$ cat src/hdl/afc_pkg.sv
// ----------------------------------------------------------------------------
// afc_pkg
// Shared widths, types and register codes of the box frustum cull block.
// ----------------------------------------------------------------------------
`default_nettype none

package afc_pkg;

    localparam int COORD_WIDTH = 16;
    localparam int COEF_WIDTH  = 16;
    localparam int SLOT_WIDTH  = 16;
    localparam int ROW_WIDTH   = 64;
    localparam int NUM_ROWS    = 4;
    localparam int NUM_COLS    = 4;
    localparam int NUM_AXES    = 3;
    localparam int NUM_PLANES  = 5;
    localparam int CFG_IDX_W   = 8;

    localparam int PROD_W = COEF_WIDTH + COORD_WIDTH;
    localparam int SUM_W  = PROD_W + 2;
    localparam int D_W    = PROD_W + 1;
    localparam int PB_W   = SUM_W + 1;
    localparam int TOT_W  = PB_W + 2;

    localparam logic [ROW_WIDTH-1:0] ONE_Q = ROW_WIDTH'(4096);

    localparam logic [CFG_IDX_W-1:0] REG_ROW0 = CFG_IDX_W'(0);
    localparam logic [CFG_IDX_W-1:0] REG_ROW1 = CFG_IDX_W'(1);
    localparam logic [CFG_IDX_W-1:0] REG_ROW2 = CFG_IDX_W'(2);
    localparam logic [CFG_IDX_W-1:0] REG_ROW3 = CFG_IDX_W'(3);

    localparam int ROW_X = 0;
    localparam int ROW_Y = 1;
    localparam int ROW_Z = 2;
    localparam int ROW_W = 3;

    localparam int PL_LEFT   = 0;
    localparam int PL_RIGHT  = 1;
    localparam int PL_BOTTOM = 2;
    localparam int PL_TOP    = 3;
    localparam int PL_BEHIND = 4;

    typedef logic signed [COEF_WIDTH-1:0]  coef_t;
    typedef logic signed [COORD_WIDTH-1:0] coord_t;
    typedef logic signed [PROD_W-1:0]      prod_t;
    typedef logic signed [SUM_W-1:0]       rsum_t;
    typedef logic        [D_W-1:0]         mag_t;
    typedef logic        [ROW_WIDTH-1:0]   row_t;

    typedef coef_t [NUM_COLS-1:0] mrow_t;
    typedef mrow_t [NUM_ROWS-1:0] matrix_t;

    typedef struct packed {
        logic ld0;
        logic ld1;
        logic ld2;
        logic ld3;
    } afc_pipe_en_t;

    typedef struct packed {
        logic culled;
        logic all_left;
        logic all_right;
        logic all_bottom;
        logic all_top;
        logic all_behind;
    } afc_flags_t;

endpackage

`default_nettype wire

$ cat src/hdl/afc_matrix_regs.sv
// ----------------------------------------------------------------------------
// afc_matrix_regs
// View-projection matrix row registers with write decode and unpacking.
// ----------------------------------------------------------------------------
`default_nettype none

module afc_matrix_regs
    import afc_pkg::*;
(
    input  wire logic                 clk,
    input  wire logic                 rst_n,
    input  wire logic                 cfg_we,
    input  wire logic [CFG_IDX_W-1:0] cfg_index,
    input  wire logic [ROW_WIDTH-1:0] cfg_data,
    output matrix_t                   matrix
);

    row_t [NUM_ROWS-1:0] row_reg;
    row_t [NUM_ROWS-1:0] row_next;

    always_comb
    begin
        row_next = row_reg;
        if (cfg_we)
        begin
            case (cfg_index)
                REG_ROW0: row_next[0] = cfg_data;
                REG_ROW1: row_next[1] = cfg_data;
                REG_ROW2: row_next[2] = cfg_data;
                REG_ROW3: row_next[3] = cfg_data;
                default:  row_next    = row_reg;
            endcase
        end
    end

    always_ff @(posedge clk or negedge rst_n)
    begin
        if (!rst_n)
        begin
            for (int r = 0; r < NUM_ROWS; r++)
            begin
                row_reg[r] <= ONE_Q << (SLOT_WIDTH * r);
            end
        end
        else
        begin
            row_reg <= row_next;
        end
    end

    always_comb
    begin
        for (int r = 0; r < NUM_ROWS; r++)
        begin
            for (int c = 0; c < NUM_COLS; c++)
            begin
                matrix[r][c] = row_reg[r][SLOT_WIDTH*c +: COEF_WIDTH];
            end
        end
    end

endmodule

`default_nettype wire

$ cat config.mk
export PLATFORM = sky130hd
export DESIGN_NAME = afc_matrix_regs
export DESIGN_NICKNAME = d
export VERILOG_FILES = /design/src/hdl/afc_pkg.sv /design/src/hdl/afc_matrix_regs.sv
export SDC_FILE = /design/constraint.sdc
export NUM_CORES = 1
export LEC_CHECK = 0
export BUFFER_PORTS_ARGS = -buffer_cell sky130_fd_sc_hd__buf_2
export CORE_MARGIN = 2
export CORE_UTILIZATION = 45
export CTS_CLUSTER_DIAMETER = 80
export DETAILED_ROUTE_END_ITERATION = 16
export PLACE_DENSITY_LB_ADDON = 0.08
export SYNTH_ARGS = -nofsm -noshare
export SYNTH_HDL_FRONTEND = slang
export SYNTH_SLANG_ARGS = --single-unit
$ cat constraint.sdc
create_clock -name clk -period 2.05 [get_ports clk]
set_clock_uncertainty 0.1 [all_clocks]
set_input_delay 0.205 -clock clk [delete_from_list [all_inputs] [get_ports clk]]
set_output_delay 0.205 -clock clk [all_outputs]
set_load 0.02 [all_outputs]
==> results.yml <==
outcome:
  outcome: "finished, final reports clean"
cts:
  h-tree-depth: 1
  clock-root-buffer: "clkbuf_16"
  path_clk_slew_ps: 60
  cts_buffers: 28
  post_cts_buffers: 0
  cts_tree: "done"
  cts.sinks: 256
  clk_path_buf_depth: 3
  postCtsResizedCells: 0
  clk-insertion-delay-late_ps: 520
grt:
  grt_pass1_wl_microns: 39000
  grt_max_degree: 62
  grt_usage_pct: 20.4
  antenna_found_initial: 0
  grt-ovfl-total: 0
  grt_pass1_vias: 6812
floorplanning:
  rows: 55
  ios: 331
  initial_core_util_pct: 46.0
  die_width_microns: 156
  die_h_microns: 156
  core_area_sq_mm: 0.0226
  die_area_sq_mm: 0.0244
layout:
  final_core_util_pct: 61.4
  largest_reg_flops: 256
  layout_common_cells: "buf_2 (329), dfrtp_1 (252), mux2_4 (180)"
  fin_area_sq_mm: 0.0139
  fin_nets: 1039
  layout-drive-gt1-share_pct: 67.3
  layout-area-overhead-vs-synth_pct: 33.7
  layout_commonest_cell: "buf_2"
  n_antenna_cell: 0
  fillers: 1767
timing:
  hold_viol: 0
  setup-tns-final_ps: 0
  min_period_ps: 1530
  setup_viol: 0
  slew_headroom_pct: 60.7
  max_slew.worst_pin.slew_ps: 590
  fmax_mhz: 652
  hold_slack_ps: 114
  period_share_pct: 74.8
  slew_violations: 0
  rsz0062_at_grt: "no"
routing:
  dr.pass1.iters: 4
  routed_via_density: 4.87
  drtAntennaViolNets: 0
  drc: 0
  drtIter0Drc: 212
  wl_microns: 25000
  vias: 6176
  wire_per_inst_microns: 19.7
synthesis:
  ys_ff_latch: 256
  synth_cell_types: 12
  syn_nets: 620
  ys_seq_area_share_pct: 61.6
  avgSynthCellArea_sq_um: 19.1
  yosys_warnings: 0
  synthCells: 545
  synthesis.area_sq_mm: 0.0104
worst_setup_path:
  critical-path-top-delay-family: "flip-flops"
  cp-start-kind: "flip-flop"
  cp_slowest_cell: "dfstp_2"
  max_stage_delay_ps: 530
  critPathCaptureType: "output port"
  cp.required_ps: 1750
  crit_type: "flip-flop to output port"
  cp.buffers_inverters: 1
  worstPathCellList: "buf_2"
  worst-r2r-setup-slack_ps: 1160
  crit_fanout: 2
  arrival_ps: 1230
flow_run:
  cap_violations: 0
placement:
  dpl_cell_area_sq_mm: 0.0123
  port_buffers: 330
  dp_hpwl_microns: 17100
  place_congestion: 0.783
power_and_ir_drop:
  ir_worst_vdd_mv: 0.483
  leakagePower_nw: 8.08
  powerDensity_mw_per_mm2: 845
min_path:
  min_path_type: "input port to async pin"
[through the flow]
stage	instances	power (W)	setup WS, ps
floorplan	545	0.00613	385
global placement	1154	0.00670	196
detailed placement	1154	0.00673	146
CTS	1269	0.0119	492
global route	1269	0.0122	469
finish	1269	0.0118	517
[synth_stat cells]
library cell | instances | share of area [%]
dfrtp_1 | 252 | 61
mux2_4 | 180 | 26
mux2_2 | 76 | 8.2
buf_6 | 19 | 2.1
buf_12 | 6 | 1.2
dfstp_2 | 4 | 1.0
buf_4 | 2 | 0.14
nand4b_1 | 2 | 0.17
and4bb_1 | 1 | 0.12
nand4_4 | 1 | 0.20
nor3_2 | 1 | 0.096
nor4b_4 | 1 | 0.23
[path summary, 6_finish.rpt]
| path | start | end | cells past startpoint |
|---|---|---|---|
| worst max-delay path | matrix[172]$_DFFE_PN1P_ | matrix[172] | 1 |
| max in group asynchronous | rst_n | matrix[12]$_DFFE_PN1P_ | 3 |
| worst min register to register | matrix[128]$_DFFE_PN0P_ | matrix[128]$_DFFE_PN0P_ | 1 |
| min in group clk | cfg_index[1] | matrix[44]$_DFFE_PN0P_ | 3 |
| worst max register to register | matrix[24]$_DFFE_PN0P_ | matrix[24]$_DFFE_PN0P_ | 1 |
| worst min-delay path | rst_n | matrix[166]$_DFFE_PN0P_ | 2 |
[power by group]
group | total, W | switching, W | internal [W]
combinational | 0.00130 | 0.000702 | 0.000594
sequential | 0.00543 | 0.000136 | 0.00530
clock | 0.00502 | 0.00200 | 0.00302
total | 0.0118 | 0.00284 | 0.00892
[cells by family after synthesis]
kind of cell / after synthesis / share of synthesized area, %
flip-flops: 256 / 61.6
buffers and inverters: 27 / 3.36
multiplexers: 256 / 34.2
AND/OR/NAND/NOR: 6 / 0.818
[area by class of cell]
| class | instances | area [sq um] | area share (%) |
|---|---|---|---|
| multi-input combinational | 262 | 3650 | 26.2 |
| clock buffer | 41 | 861 | 6.19 |
| timing repair buffer | 416 | 2560 | 18.4 |
| tap | 285 | 357 | 2.56 |
| clock inverter | 9 | 78.8 | 0.567 |
| sequential | 256 | 6410 | 46.1 |
[layer usage]
layer	track usage, %	wire, microns	up-vias
met5	0	0	-
met4	7.34	850	0
met3	5.28	1770	59
met2	34.7	12000	223
met1	25.2	10400	3130
li1	-	-	2764
[repair_timing]
| action | in CTS | in global routing |
|---|---|---|
| hold buffers | 65 | 0 |
| setup endpoints to repair | 0 | 0 |
| endpoints found under the hold margin | 486 | 0 |
No activity file was read; power rests on OpenSTA's default activity.
